### src/design/pctva_pkg.sv
// Shared constants, types and the arctangent table of the view angle block.
package pctva_pkg;

   localparam int CORDIC_STEPS = 16;
   localparam int COORD_BITS   = 13;
   localparam int FOV_BITS     = 15;
   localparam int CSR_IDX_BITS = 3;
   localparam int CSR_DATA_BITS = 15;
   localparam int OUT_BITS     = 18;

   localparam int DIV_BITS = 18;
   localparam int D_W      = COORD_BITS + 18;
   localparam int KW       = 32;
   localparam int CW       = 52;
   localparam int ZW       = 33;
   localparam int NW       = DIV_BITS + 1;
   localparam int MAG_W    = 51;
   localparam int QDEPTH   = 4;
   localparam int QPTR_W   = 2;

   localparam logic [DIV_BITS-1:0] Q_SAT = DIV_BITS'(131072);

   localparam logic [CSR_IDX_BITS-1:0] CSR_WIDTH  = 3'd0;
   localparam logic [CSR_IDX_BITS-1:0] CSR_HEIGHT = 3'd1;
   localparam logic [CSR_IDX_BITS-1:0] CSR_HFOV   = 3'd2;
   localparam logic [CSR_IDX_BITS-1:0] CSR_VFOV   = 3'd3;

   localparam int AX_AZ = 0;
   localparam int AX_EL = 1;

   typedef struct packed {
      logic [D_W-1:0] d;
      logic           neg;
   } axis_type;

   typedef struct packed {
      axis_type [1:0] ax;
   } item_type;

   typedef struct packed {
      logic [1:0][COORD_BITS-1:0] size;
      logic [1:0][KW-1:0]         kcos;
      logic [1:0][KW-1:0]         ksin;
      logic                       busy;
   } cfg_type;

   function automatic logic [31:0] atan_entry(input logic [4:0] idx);
      logic [31:0] v;
      unique case (idx)
         5'd0:  v = 32'h20000000;
         5'd1:  v = 32'h12E4051E;
         5'd2:  v = 32'h09FB385B;
         5'd3:  v = 32'h051111D4;
         5'd4:  v = 32'h028B0D43;
         5'd5:  v = 32'h0145D7E1;
         5'd6:  v = 32'h00A2F61E;
         5'd7:  v = 32'h00517C55;
         5'd8:  v = 32'h0028BE53;
         5'd9:  v = 32'h00145F2F;
         5'd10: v = 32'h000A2F98;
         5'd11: v = 32'h000517CC;
         5'd12: v = 32'h00028BE6;
         5'd13: v = 32'h000145F3;
         5'd14: v = 32'h0000A2FA;
         5'd15: v = 32'h0000517D;
         5'd16: v = 32'h000028BE;
         5'd17: v = 32'h0000145F;
         5'd18: v = 32'h00000A30;
         5'd19: v = 32'h00000518;
         5'd20: v = 32'h0000028C;
         5'd21: v = 32'h00000146;
         5'd22: v = 32'h000000A3;
         5'd23: v = 32'h00000051;
         5'd24: v = 32'h00000029;
         5'd25: v = 32'h00000014;
         5'd26: v = 32'h0000000A;
         5'd27: v = 32'h00000005;
         5'd28: v = 32'h00000003;
         5'd29: v = 32'h00000001;
         5'd30: v = 32'h00000001;
         5'd31: v = 32'h00000000;
      endcase
      return v;
   endfunction

endpackage

### src/design/pctva_setup.sv
// Register file and field-of-view precompute: half angle by reciprocal multiply, then K*cos/K*sin.
module pctva_setup
   import pctva_pkg::*;
(
   input  logic                     clock,
   input  logic                     reset,
   input  logic                     csr_we,
   input  logic [CSR_IDX_BITS-1:0]  csr_index,
   input  logic [CSR_DATA_BITS-1:0] csr_wdata,
   output cfg_type                  cfg
);

   localparam int CNT_W  = 6;
   localparam int BASE_W = 32;
   localparam int V_W    = 29;
   localparam int U_W    = 23;
   localparam int P_W    = 45;
   localparam int Q0_W   = 13;
   localparam int R_W    = 24;
   // 2^32 = 72000*59652 + 23296; 72000 = 64*1125
   localparam logic [BASE_W-1:0] HALF_INT  = 32'd59652;
   localparam logic [V_W-1:0]    HALF_FRAC = 29'd23296;
   localparam logic [V_W-1:0]    HALF_RND  = 29'd36000;
   localparam logic [P_W-1:0]    RECIP     = 45'd3817748;
   localparam logic [R_W-1:0]    DIV_ODD   = 24'd1125;
   localparam logic [FOV_BITS-1:0] FOV_MAX = 15'd17999;

   typedef enum logic [3:0] {
      ST_LOAD = 4'b0001,
      ST_DIV  = 4'b0010,
      ST_ROT  = 4'b0100,
      ST_DONE = 4'b1000
   } setup_state_type;

   setup_state_type state_ff, state_in;
   logic [CNT_W-1:0] cnt_ff, cnt_in;
   logic [COORD_BITS-1:0] width_ff, width_in, height_ff, height_in;
   logic [FOV_BITS-1:0] hfov_ff, hfov_in, vfov_ff, vfov_in;
   logic [BASE_W-1:0] base_ff [2], base_in [2];
   logic [U_W-1:0] u_ff [2], u_in [2];
   logic [Q0_W-1:0] q0_ff [2], q0_in [2];
   logic signed [KW-1:0] rx_ff [2], rx_in [2], ry_ff [2], ry_in [2];
   logic signed [ZW-1:0] rz_ff [2], rz_in [2];

   always_comb begin
      logic [FOV_BITS-1:0] fov;
      logic [V_W-1:0] v;
      logic [P_W-1:0] p;
      logic [R_W-1:0] r;
      logic [Q0_W-1:0] q;
      logic signed [ZW-1:0] at;
      width_in  = width_ff;
      height_in = height_ff;
      hfov_in   = hfov_ff;
      vfov_in   = vfov_ff;
      state_in  = state_ff;
      cnt_in    = cnt_ff;
      base_in = base_ff;
      u_in    = u_ff;
      q0_in   = q0_ff;
      rx_in  = rx_ff;
      ry_in  = ry_ff;
      rz_in  = rz_ff;
      fov = '0;
      v   = '0;
      p   = '0;
      r   = '0;
      q   = '0;
      at = $signed({1'b0, atan_entry(cnt_ff[4:0])});
      unique case (state_ff)
         ST_LOAD: begin
            for (int l = 0; l < 2; l++) begin
               fov = (l == AX_AZ) ? hfov_ff : vfov_ff;
               if (fov > FOV_MAX) fov = FOV_MAX;
               base_in[l] = BASE_W'(fov) * HALF_INT;
               v = V_W'(fov) * HALF_FRAC + HALF_RND;
               u_in[l] = v[V_W-1:6];
            end
            cnt_in = '0;
            state_in = ST_DIV;
         end
         ST_DIV: begin
            if (cnt_ff == '0) begin
               for (int l = 0; l < 2; l++) begin
                  p = P_W'(u_ff[l]) * RECIP;
                  q0_in[l] = p[P_W-1:32];
               end
               cnt_in = cnt_ff + 1'b1;
            end else begin
               for (int l = 0; l < 2; l++) begin
                  r = R_W'(u_ff[l]) - R_W'(q0_ff[l]) * DIV_ODD;
                  q = q0_ff[l] + Q0_W'(r >= DIV_ODD);
                  rx_in[l] = KW'(1) <<< 30;
                  ry_in[l] = '0;
                  rz_in[l] = $signed({1'b0, base_ff[l] + BASE_W'(q)});
               end
               cnt_in = '0;
               state_in = ST_ROT;
            end
         end
         ST_ROT: begin
            for (int l = 0; l < 2; l++) begin
               if (!rz_ff[l][ZW-1]) begin
                  rx_in[l] = rx_ff[l] - (ry_ff[l] >>> cnt_ff);
                  ry_in[l] = ry_ff[l] + (rx_ff[l] >>> cnt_ff);
                  rz_in[l] = rz_ff[l] - at;
               end else begin
                  rx_in[l] = rx_ff[l] + (ry_ff[l] >>> cnt_ff);
                  ry_in[l] = ry_ff[l] - (rx_ff[l] >>> cnt_ff);
                  rz_in[l] = rz_ff[l] + at;
               end
            end
            if (cnt_ff == CNT_W'(CORDIC_STEPS - 1)) begin
               state_in = ST_DONE;
            end else begin
               cnt_in = cnt_ff + 1'b1;
            end
         end
         ST_DONE: begin
         end
         default: state_in = ST_LOAD;
      endcase
      if (csr_we) begin
         state_in = ST_LOAD;
         unique case (csr_index)
            CSR_WIDTH:  width_in  = csr_wdata[COORD_BITS-1:0];
            CSR_HEIGHT: height_in = csr_wdata[COORD_BITS-1:0];
            CSR_HFOV:   hfov_in   = csr_wdata[FOV_BITS-1:0];
            CSR_VFOV:   vfov_in   = csr_wdata[FOV_BITS-1:0];
            default: begin
            end
         endcase
      end
   end

   always_ff @(posedge clock) begin
      if (reset) begin
         state_ff  <= ST_LOAD;
         cnt_ff    <= '0;
         width_ff  <= COORD_BITS'(1920);
         height_ff <= COORD_BITS'(1080);
         hfov_ff   <= FOV_BITS'(6000);
         vfov_ff   <= FOV_BITS'(3400);
      end else begin
         state_ff  <= state_in;
         cnt_ff    <= cnt_in;
         width_ff  <= width_in;
         height_ff <= height_in;
         hfov_ff   <= hfov_in;
         vfov_ff   <= vfov_in;
      end
   end

   always_ff @(posedge clock) begin
      base_ff <= base_in;
      u_ff    <= u_in;
      q0_ff   <= q0_in;
      rx_ff   <= rx_in;
      ry_ff   <= ry_in;
      rz_ff   <= rz_in;
   end

   always_comb begin
      cfg.size[AX_AZ] = (width_ff == '0) ? COORD_BITS'(1) : width_ff;
      cfg.size[AX_EL] = (height_ff == '0) ? COORD_BITS'(1) : height_ff;
      for (int l = 0; l < 2; l++) begin
         cfg.kcos[l] = rx_ff[l];
         cfg.ksin[l] = ry_ff[l];
      end
      cfg.busy = state_ff != ST_DONE;
   end

endmodule

### config.mk
export PLATFORM = sky130hd
export DESIGN_NAME = pctva_setup
export DESIGN_NICKNAME = d
export VERILOG_FILES = /design/src/design/pctva_pkg.sv /design/src/design/pctva_setup.sv
export SDC_FILE = /design/constraint.sdc
export NUM_CORES = 2
export LEC_CHECK = 0
export BUFFER_PORTS_ARGS = -buffer_cell sky130_fd_sc_hd__buf_4
export CORE_MARGIN = 8
export CORE_UTILIZATION = 28
export CTS_CLUSTER_DIAMETER = 80
export CTS_CLUSTER_SIZE = 24
export DETAILED_ROUTE_END_ITERATION = 6
export HOLD_SLACK_MARGIN = 0.1
export SYNTH_ARGS = -nofsm -noshare
export SYNTH_HDL_FRONTEND = slang
export SYNTH_SLANG_ARGS = --single-unit
### constraint.sdc
create_clock -name clock -period 12 [get_ports clock]
set_input_delay 1.2 -clock clock [delete_from_list [all_inputs] [get_ports clock]]
set_output_delay 1.2 -clock clock [all_outputs]
set_load 0.005 [all_outputs]
==> metrics <==
final hold slack 464 ps; R2R Path End rz_ff[55]; Avg Inst Size Synth 9.14 um2; post-synth top area share 19.3%; Crit path buffers/inverters 6; first-pass GRT wire length 309000 um; H-tree Lvls 1; min Tclk post-route 9030 ps; RSZ-0062 raised after global routing no; die width 501 um; worst reg-to-reg setup slack 2970 ps; largest net degree at the start of global routing 73; Max-Cap Viols 0; crit end category flop; wire per inst 18.8 um; HPWL Detailed 156000 um; die area 251000 um2; clock skew 23.5 ps; initial antenna violation count 4; WP data required 12410 ps; slowest CP cell or4b_2; initial core utilization 28.1%; Slew headroom 10.8%; area leader, netlist ha_1; # IOs 176; vias in the first global route 54400; Synth area leaders ha_1, edfxtp_1, fa_1; Max Clk Rate 111 MHz; total wire length 195000 um; max incr delay on CP 730 ps; CP Max Fanout 8; GRT overflow 0; WHS Path Cells 2; Total GRT Usage 15.0%; DRC 1; Layout Nets 8715; synth unique cells 105; startpoint types flop; Final ANT Viol Nets 0; Area growth syn-to-layout 8.45%; hold path start vfov_ff[0]; syn nets 8698; Critical Path AT 9450 ps; Cells after Synth 7221; top cells by count, synth ha_1, inv_1, nor2_1; cts bufs inserted 30; Fin. Hold Viols 0; Syn. warnings 0; setup TNS 0 ps; fin crit share 75.3%; CTS Hold Buffers Added 0; post-CTS resize count 0; status finished, violations left; Core Area 235000 um2; asr flop ratio synth 0%; failing checks DRC; most frequently used cell type in the post-synthesis netlist ha_1; Cell Rows 178; Worst Tran Pin Value 1330 ps; synthesized flop and latch total 414; 1st-iter DRT viols 4465; Via-to-Cell Ratio 5.20; EDFF count, synth 318; CP most frequent cell inv_1; Root Buffer clkbuf_16; Setup Fix Bufs, Post-CTS 0; R2R Path Start u_ff[31]; Setup crit start u_ff[31]; clk slew on worst S/H paths 100 ps; Final Instance Area 71600 um2; final setup fails 0; TritonRoute pass-1 iters 7; Die Span Y 501 um; Main synth FF type edfxtp_1; Slew Limit Fails 0; clock buffer depth 3; sink of the worst hold path vfov_ff[0]; placed cell area 70500 um2; number of fill cells 24600; Top delay family on crit path adder cells; vias after detailed routing 54200; Sinks on Clock Net 414; Reg2Reg Depth 36; Placer Congestion 0.955; critical path class flop to flop; worst hold-check path type flop to flop; IO buf count 175; Seq/Total Area, Yosys 17.4%; CTS tree done; layout cells sized above 1 7.28%; Clk Latency, worst-skew pair 680 ps; Synth Cell Area 66000 um2
==> final cells by class <==
cell class	count	area [um2]	share of cell area (%)
antenna	1	2.50	0.00350
clock buffer	39	816	1.14
clock inverter	17	240	0.336
inverter	921	3460	4.83
multi-input combinational	5643	49900	69.7
sequential	414	11500	16.0
tap	3150	3940	5.51
timing repair buffer	228	1710	2.39
==> routing by layer <==
metal	track usage (%)	wire length, um
met1	21.1	89400
met2	24.3	86900
met3	2.20	13100
met4	3.90	6060
met5	0	13
==> flip-flops by register name (all words and copies together) (netlist names), named ones only <==
register and count:
rz_ff 66, width_ff 13, q0_ff 26, base_ff 58
hfov_ff 15, state_ff 4, cnt_ff 6, cfg 128
height_ff 13, vfov_ff 15, u_ff 40
==> worst max-delay path by stage <==
stage                      endpoint  slack (ps)  depth (start not counted)
after global placement    rz_ff[53]        3110                         37
after CTS                 rz_ff[53]        3020                         36
after floorplan           rz_ff[55]        3940                         36
final                     rz_ff[55]        2970                         36
after detailed placement  rz_ff[53]        3050                         36
after global routing      rz_ff[53]        2350                         37
==> through the flow <==
step                util (%)  instances  setup WS, ps
global placement        30.0      10400          3110
finish                  30.5      10400          2970
CTS                     30.5      10400          3020
detailed placement      30.0      10400          3050
floorplan                  -       7221          3940
global route            30.5      10400          2350
==> worst reg2reg max path, delay by kind of cell, from the launching register on <==
family          cells  cell delay, ps
compound gates     11            2130
xor+xnor            2             220
fa+ha+maj           9            3320
buf+inv             6             430
flops               1             630
mux                 1             270
simple gates        7            1810
==> logic make-up after synthesis <==
family | Yosys count | synth area share [%]
mux | 304 | 7.51
compound gates | 1522 | 15.0
buf+inv | 1164 | 7.05
fa+ha+maj | 1456 | 32.6
xor+xnor | 545 | 7.23
flops | 414 | 17.4
simple gates | 1816 | 13.3
==> cell usage in the layout (no fill, tap or decap), types with 22 or more instances in the layout <==
| master | instances |
|---|---|
| ha_1 | 1020 |
| inv_1 | 916 |
| nor2_1 | 523 |
| nand2_1 | 503 |
| fa_1 | 436 |
| a21oi_1 | 431 |
| edfxtp_1 | 318 |
| xnor2_1 | 300 |
| o21ai_0 | 293 |
| xor2_1 | 245 |
| buf_4 | 228 |
| nor3_1 | 135 |
| mux4_2 | 132 |
| nand3_1 | 125 |
| mux2i_1 | 122 |
| a21o_1 | 112 |
| nand2b_1 | 97 |
| dfxtp_1 | 92 |
| o21a_1 | 83 |
| a31oi_1 | 83 |
| a211oi_1 | 74 |
| and3_1 | 67 |
| nor2b_1 | 63 |
| and2_1 | 61 |
| o211ai_1 | 58 |
| o21bai_1 | 40 |
| or3_1 | 37 |
| nand3b_1 | 34 |
| mux2_2 | 32 |
| clkbuf_16 | 31 |
| o31ai_1 | 29 |
| nand4_1 | 28 |
| or2_2 | 26 |
| o22ai_1 | 26 |
| a2111oi_0 | 23 |
| nor3b_1 | 22 |
Power is left out: the tool's default activity adds up to more than one toggle a clock period on the data nets, which glitch-free logic cannot reach.
