--- src/design/pctva_pkg.sv ---
// Shared constants, types and the arctangent table of the view angle block.
package pctva_pkg;

   localparam int CORDIC_STEPS = 16;
   localparam int COORD_BITS   = 13;
   localparam int FOV_BITS     = 15;
   localparam int CSR_IDX_BITS = 3;
   localparam int CSR_DATA_BITS = 15;
   localparam int OUT_BITS     = 18;

   localparam int DIV_BITS = 18;
   localparam int D_W      = COORD_BITS + 18;
   localparam int KW       = 32;
   localparam int CW       = 52;
   localparam int ZW       = 33;
   localparam int NW       = DIV_BITS + 1;
   localparam int MAG_W    = 51;
   localparam int QDEPTH   = 4;
   localparam int QPTR_W   = 2;

   localparam logic [DIV_BITS-1:0] Q_SAT = DIV_BITS'(131072);

   localparam logic [CSR_IDX_BITS-1:0] CSR_WIDTH  = 3'd0;
   localparam logic [CSR_IDX_BITS-1:0] CSR_HEIGHT = 3'd1;
   localparam logic [CSR_IDX_BITS-1:0] CSR_HFOV   = 3'd2;
   localparam logic [CSR_IDX_BITS-1:0] CSR_VFOV   = 3'd3;

   localparam int AX_AZ = 0;
   localparam int AX_EL = 1;

   typedef struct packed {
      logic [D_W-1:0] d;
      logic           neg;
   } axis_type;

   typedef struct packed {
      axis_type [1:0] ax;
   } item_type;

   typedef struct packed {
      logic [1:0][COORD_BITS-1:0] size;
      logic [1:0][KW-1:0]         kcos;
      logic [1:0][KW-1:0]         ksin;
      logic                       busy;
   } cfg_type;

   function automatic logic [31:0] atan_entry(input logic [4:0] idx);
      logic [31:0] v;
      unique case (idx)
         5'd0:  v = 32'h20000000;
         5'd1:  v = 32'h12E4051E;
         5'd2:  v = 32'h09FB385B;
         5'd3:  v = 32'h051111D4;
         5'd4:  v = 32'h028B0D43;
         5'd5:  v = 32'h0145D7E1;
         5'd6:  v = 32'h00A2F61E;
         5'd7:  v = 32'h00517C55;
         5'd8:  v = 32'h0028BE53;
         5'd9:  v = 32'h00145F2F;
         5'd10: v = 32'h000A2F98;
         5'd11: v = 32'h000517CC;
         5'd12: v = 32'h00028BE6;
         5'd13: v = 32'h000145F3;
         5'd14: v = 32'h0000A2FA;
         5'd15: v = 32'h0000517D;
         5'd16: v = 32'h000028BE;
         5'd17: v = 32'h0000145F;
         5'd18: v = 32'h00000A30;
         5'd19: v = 32'h00000518;
         5'd20: v = 32'h0000028C;
         5'd21: v = 32'h00000146;
         5'd22: v = 32'h000000A3;
         5'd23: v = 32'h00000051;
         5'd24: v = 32'h00000029;
         5'd25: v = 32'h00000014;
         5'd26: v = 32'h0000000A;
         5'd27: v = 32'h00000005;
         5'd28: v = 32'h00000003;
         5'd29: v = 32'h00000001;
         5'd30: v = 32'h00000001;
         5'd31: v = 32'h00000000;
      endcase
      return v;
   endfunction

endpackage

--- src/design/pctva_front.sv ---
// Front end: accepts requests, forms signed pixel offsets and queues them.
module pctva_front
   import pctva_pkg::*;
(
   input  logic                  clock,
   input  logic                  reset,
   input  logic                  req_push,
   output logic                  req_full,
   input  logic [COORD_BITS-1:0] click_x,
   input  logic [COORD_BITS-1:0] click_y,
   input  cfg_type               cfg,
   output item_type              head,
   output logic                  head_valid,
   input  logic                  take
);

   item_type mem_ff [QDEPTH];
   logic [QPTR_W-1:0] wr_ptr_ff, wr_ptr_in, rd_ptr_ff, rd_ptr_in;
   logic [QPTR_W:0] cnt_ff, cnt_in;
   logic push, pop;
   item_type item;

   function automatic axis_type classify(input logic [COORD_BITS-1:0] pos,
                                         input logic [COORD_BITS-1:0] size);
      logic signed [COORD_BITS+1:0] num, negn;
      logic [COORD_BITS:0] mag;
      axis_type a;
      num  = $signed({1'b0, pos, 1'b0}) - $signed({2'b00, size});
      negn = -num;
      mag  = num[COORD_BITS+1] ? negn[COORD_BITS:0] : num[COORD_BITS:0];
      a.d   = D_W'({mag, 16'b0}) + D_W'(size >> 1);
      a.neg = num[COORD_BITS+1];
      return a;
   endfunction

   assign item.ax[AX_AZ] = classify(click_x, cfg.size[AX_AZ]);
   assign item.ax[AX_EL] = classify(click_y, cfg.size[AX_EL]);

   assign req_full   = (cnt_ff == (QPTR_W+1)'(QDEPTH)) || cfg.busy;
   assign push       = req_push && !req_full;
   assign head_valid = cnt_ff != '0;
   assign pop        = take && head_valid;
   assign head       = mem_ff[rd_ptr_ff];

   always_comb begin
      wr_ptr_in = push ? wr_ptr_ff + 1'b1 : wr_ptr_ff;
      rd_ptr_in = pop ? rd_ptr_ff + 1'b1 : rd_ptr_ff;
      cnt_in    = cnt_ff + (QPTR_W+1)'(push) - (QPTR_W+1)'(pop);
   end

   always_ff @(posedge clock) begin
      if (reset) begin
         wr_ptr_ff <= '0;
         rd_ptr_ff <= '0;
         cnt_ff    <= '0;
      end else begin
         wr_ptr_ff <= wr_ptr_in;
         rd_ptr_ff <= rd_ptr_in;
         cnt_ff    <= cnt_in;
      end
   end

   always_ff @(posedge clock) begin
      if (push) begin
         mem_ff[wr_ptr_ff] <= item;
      end
   end

endmodule

--- config.mk ---
export PLATFORM = sky130hd
export DESIGN_NAME = pctva_front
export DESIGN_NICKNAME = d
export VERILOG_FILES = /design/src/design/pctva_pkg.sv /design/src/design/pctva_front.sv
export SDC_FILE = /design/constraint.sdc
export NUM_CORES = 1
export LEC_CHECK = 0
export BUFFER_PORTS_ARGS = -buffer_cell sky130_fd_sc_hd__buf_2
export CORE_ASPECT_RATIO = 0.7
export CORE_MARGIN = 2
export CORE_UTILIZATION = 45
export DETAILED_ROUTE_END_ITERATION = 10
export GPL_TIMING_DRIVEN = 0
export PLACE_DENSITY = 0.69
export SYNTH_ARGS = -nofsm -noshare
export SYNTH_HDL_FRONTEND = slang
export SYNTH_SLANG_ARGS = --single-unit
--- constraint.sdc ---
create_clock -name clock -period 3.75 [get_ports clock]
set_input_delay 0.75 -clock clock [delete_from_list [all_inputs] [get_ports clock]]
set_output_delay 0.75 -clock clock [all_outputs]
set_load 0.01 [all_outputs]
==> impl_metrics.ini, run 1 <==
[status]
status = completed

[clocking]
cts.path.max_buffers = 3
cts.htree.levels = 1
postCtsSetupBuffers = 0
clk_latency_ps = 510
postCtsHoldBufs = 0
cts-resized-gates = 0
cts_tree = yes
numCtsBuffers = 22
cts_sinks = 225
cts-root-buf = clkbuf_16
path_clk_slew_ps = 60

[pwr]
ir_worst_vdd_mv = 0.284
p_per_area_mw_per_mm2 = 577
p_leak_uw = 0.00426

[yosys]
avgSynthCellArea_um2 = 16.2
ys.flop_type = edfxtp_1
yosys_warnings = 0
synth-edff-count = 216
synth_cell_types = 61
synth-seq-area-share_pct = 65.0
ys_ff_latch = 225
syn_inst = 632
synth_area_mm2 = 0.0103
async_reset_ff_share_pct = 0

[die]
die_h_um = 130
die_x_um = 184
design.core.area_mm2 = 0.0225
num_rows = 46
initial_core_util_pct = 45.6
pin_count = 251
die-area_mm2 = 0.0240

[detailed_routing]
wl_per_cell_um = 19.1
routed_wl_um = 21000
viasPerCell = 5.26
drc_errors = 0
vias = 5781
initialDrtViolationCount = 389
drt_first_pass_iters = 4
ant_nets = 0

[sta]
max_slew.worst_pin.slew_ps = 914
skew_ps = 10.9
maxSlewViolCount = 0
tns_ps = 0
relSlewSlack_pct = 39.1
holdWs_ps = 476
rsz0062_at_grt = true
layout_min_cycle_time_ps = 3580
final.period_utilization_pct = 95.4
hold_viol_final = 0
fmax_mhz = 279
setup_violations = 0

[global_routing]
grtUsageMet1_pct = 27.2
gr-total-overflow = 0
grt_max_degree = 55
use_met2_pct = 25.3
grt_pass1_vias = 5560
busiest_layer = met1
grt_pass1_wl_um = 31500
grtUsageMet3_pct = 2.57
grt_usage_pct = 17.2
antenna_found_initial = 1

[worst_setup_path]
start_kind = flop
r2r-start = cnt_ff[1]
arrival_ps = 2830
worstPathRequired_ps = 3000
criticalPathCategory = flop to output pin
path_max_fanout = 10
end_kind = output pin

[run]
drv_cap = 0

[placed_design]
port_buffers = 111
dpl.hpwl_um = 13700
routabilityCongestion = 0.812

[layout]
layout_common_cells = 216 x edfxtp_1, 113 x buf_2, 54 x mux4_2
area_growth_pct = 15.9
final_layout_size_suffix_gt1_share_pct = 28.3
final_common_cell = edfxtp_1
antennaDiodeCount = 0
fin_nets = 996

[worst_hold_path]
hold_path.class = primary input to flop
hold_path.startpoint = cfg[151]
## flip-flops by register name, indices dropped and copies added (netlist names), named ones only
name and cells:
mem_ff 216, cnt_ff 3, rd_ptr_ff 2, wr_ptr_ff 2
## power by group
part / internal [uW] / leakage (uW) / total [uW] / switching [uW]
registers: 3010 / 0.00203 / 3050 / 42.8
logic: 825 / 0.00192 / 1830 / 1000
clock network: 1080 / 0.000305 / 1980 / 898
total: 4910 / 0.00426 / 6850 / 1940
## per-layer routing
metal,share of wire [%],vias up
li1,-,2716
met1,51,2918
met2,44,119
met3,3.5,26
met4,2.0,2
met5,0.062,-
## cells by family (layout without fill, tap and decap cells)
logic type / after synthesis / in the layout / synth area share (%)
fa+ha+maj: 35 / 35 / 4.49
buf+inv: 74 / 221 / 3.10
other cells: 1 / 10 / 0.0366
flops: 225 / 225 / 65.0
compound gates: 84 / 84 / 5.65
simple gates: 112 / 112 / 5.83
xor+xnor: 45 / 45 / 3.84
mux: 56 / 56 / 12.1
## path summary, 6_finish.rpt
path | end | slack [ps] | cells after the start
setup reg to reg | cnt_ff[2] | 1160 | 12
setup / recovery | head[54] | 170 | 4
hold / removal | mem_ff[3][41] | 480 | 1
hold reg to reg | flop | 530 | 2
## worst max-delay path, cell delays in order (launching register included)
cell and delay [ps]:
dfxtp_1 310, clkbuf_1 490, clkbuf_1 730, mux4_2 620, buf_2 160
## cell usage after synthesis, types with 2 or more instances
master	instances	share of area, %
buf_1	3	0.11
a21oi_1	23	1.1
nor2_1	30	1.1
and3_1	6	0.37
a21o_1	3	0.22
o31a_1	2	0.17
o21ai_0	16	0.78
edfxtp_1	216	63
mux4_2	54	12
a31oi_1	2	0.12
clkbuf_1	11	0.40
buf_4	10	0.73
o21a_1	8	0.59
nor3_1	9	0.44
nor4_1	4	0.24
nand3_1	9	0.44
or3_1	3	0.18
o2111a_1	2	0.22
nand2_1	20	0.73
o31ai_1	6	0.44
buf_2	2	0.098
xnor2_1	30	2.6
and2_1	7	0.43
dfxtp_1	9	1.8
ha_1	32	3.9
inv_1	47	1.7
xor2_1	15	1.3
nor3b_1	2	0.15
fa_1	3	0.59
nor2b_1	7	0.43
nand2b_1	5	0.30
a211oi_1	5	0.37
o211a_1	3	0.29
## per-stage QoR
stage | cell area, um2 | util [%] | worst slack (ps) | total power [uW] | cells
after CTS | 11900 | 52.8 | 24.9 | 6940 | 1100
after floorplan | 10300 | - | 552 | 4350 | 641
final | 11900 | 52.8 | 172 | 6850 | 1100
after global placement | 11200 | 49.9 | -331 | 4930 | 1064
after detailed placement | 11300 | 50.0 | -325 | 4950 | 1064
after global routing | 11900 | 52.8 | -61.8 | 7180 | 1100
## layout make-up
| cell class | count | area [um2] |
|---|---|---|
| fill | 1899 | 10600 |
| sequential | 225 | 6670 |
| multi-input combinational | 342 | 3330 |
| clock buffer | 29 | 577 |
| timing repair buffer | 111 | 556 |
| tap | 312 | 390 |
| inverter | 48 | 180 |
| buffer | 26 | 140 |
| clock inverter | 7 | 43.8 |
Note: power is estimated with default switching activity, not from simulation.
==> run 2: changes to the inputs <==
CORE_UTILIZATION = 40   (was 45)
PLACE_DENSITY = default   (was 0.69)
clock period = 3.7 ns   (was 3.75 ns; I/O delays follow)
==> run 2 against run 1 <==
Utilization down 4.1 points. Cell area up 2.2%. Critical path type unchanged. Register-to-register slack worse by 140 ps. Clock skew about the same. Hold slack worse by 6.6 ps. Setup slack better by 160 ps. Total power up 7.7%. Cell count up 1.9%. First-iteration DRC count up 1.3%. Critical path depth unchanged. Global-route usage down 0.81 points.
==> impl_metrics.ini, run 2 (synthesis results as in run 1) <==
[worst_setup_path]
start_kind = flop
end_kind = output pin
arrival_ps = 2630
criticalPathCategory = flop to output pin
rrSetupSlack_ps = 1020
path_max_fanout = 10
worstPathRequired_ps = 2960

[layout]
antennaDiodeCount = 0
multiInputGateArea_mm2 = 0.00333
area_growth_pct = 18.4
final_area_mm2 = 0.0121
final_layout_size_suffix_gt1_share_pct = 29.6
largest_reg_flops = 216
top_regs = mem_ff: 216 flops, cnt_ff: 3 flops
final_common_cell = edfxtp_1
fillCellCount = 2100
layout_common_cells = 216 x edfxtp_1, 113 x buf_2, 54 x mux4_2
seq_area_mm2 = 0.00667
regMostFlops = mem_ff
finish.utilization_pct = 48.7
fin_nets = 1000

[sta]
maxSlewViolCount = 0
skew_ps = 10.6
holdWs_ps = 470
setup_violations = 0
relSlewSlack_pct = 39.9
final.period_utilization_pct = 91.1
layout_min_cycle_time_ps = 3370
fmax_mhz = 297
setup_ws_ps = 328
max_slew.worst_pin.slew_ps = 901
hold_viol_final = 0

[clocking]
cts_tree = yes
numCtsBuffers = 23
cts.htree.levels = 1
cts-root-buf = clkbuf_16
cts_sinks = 225
path_clk_slew_ps = 60
postCtsHoldBufs = 0
cts.path.max_buffers = 3
postCtsSetupBuffers = 0
clk_latency_ps = 500

[die]
pin_count = 251
die_x_um = 195
die-area_mm2 = 0.0270
initial_core_util_pct = 41.2
die_h_um = 138
design.core.area_mm2 = 0.0249
num_rows = 48

[detailed_routing]
ant_nets = 0
vias = 5868
initialDrtViolationCount = 394
viasPerCell = 5.23
routed_wl_um = 22200
drc_errors = 0
drt_first_pass_iters = 5
wl_per_cell_um = 19.8

[placed_design]
placed_area_mm2 = 0.0113
place_ws_ps = -317
port_buffers = 111
routabilityCongestion = 0.830
dpl.hpwl_um = 15200

[pwr]
ir_worst_vdd_mv = 0.281
p_per_area_mw_per_mm2 = 608
comb_power_share_pct = 25.6
p_clk_share_pct = 32.5
p_switching_uw = 1990
p_seq_share_pct = 41.9
power_switching_share_pct = 27.0
p_leak_uw = 0.00437
p_int_uw = 5380

[run]
drv_cap = 0

[global_routing]
grt_usage_pct = 16.4
grt_pass1_wl_um = 33600
grt_max_degree = 55
antenna_found_initial = 0
gr-total-overflow = 0
grt_pass1_vias = 5971

[status]
status = completed

[worst_hold_path]
hold_path.class = primary input to flop
[run 2: cell count changes in the layout (fill, tap and decap cells not counted), moves of 2 or more]
cell        previous run  this run
bufinv_16              0         5
clkbuf_1              15        10
clkbuf_2               2         5
buf_12                 0         2
clkinvlp_4             0         2
[run 2: final timing paths]
kind	end	start	cells past startpoint
hold reg to reg	flop	rd_ptr_ff[0]	2
hold / removal	mem_ff[2][7]	cfg[136]	1
setup reg to reg	cnt_ff[2]	cnt_ff[1]	12
setup / recovery	head[12]	flop	4
[run 2: repair_timing]
action,in CTS,in global routing
resized for setup,3,7
endpoints found under the setup margin,24,52
endpoints found under the hold margin,0,0
[run 2: per-stage QoR]
stage                     total power [uW]  setup TNS (ps)  instances
final                                 7380               0       1121
after global placement                4990          -78040       1077
after detailed placement              5050           -6960       1080
after floorplan                       4410               0        641
after CTS                             7480               0       1121
after global routing                  7730           -35.8       1121
[run 2: area by class of cell]
class | count | share of cell area [%]
plain buffers | 26 | 1.19
flip-flops and latches | 225 | 54.9
clock inverters | 14 | 1.65
inverters | 48 | 1.48
well taps | 325 | 3.35
clock buffers | 27 | 4.86
repair buffers | 114 | 5.13
multi-input cells | 342 | 27.4
[run 2: worst max-delay path: stages (launching register included)]
cell	delay (ps)
dfxtp_1	300
clkbuf_1	520
clkbuf_2	550
mux4_2	600
buf_2	160
[run 2: power groups by stage]
| stage | registers, uW | clock network, uW | logic (uW) |
|---|---|---|---|
| finish | 3090 | 2400 | 1890 |
| global route | 3100 | 2550 | 2080 |
| global placement | 3140 | 0 | 1850 |
| CTS | 3090 | 2470 | 1920 |
| floorplan | 3130 | 0 | 1270 |
| detailed placement | 3150 | 0 | 1910 |
[run 2: routing by layer]
layer | routed length [um] | share of wire, % | global-route usage, %
met5 | 0 | 0 | 0
met2 | 9770 | 44 | 25.4
met1 | 10800 | 49 | 24.4
met3 | 1070 | 4.8 | 2.60
met4 | 523 | 2.4 | 4.41
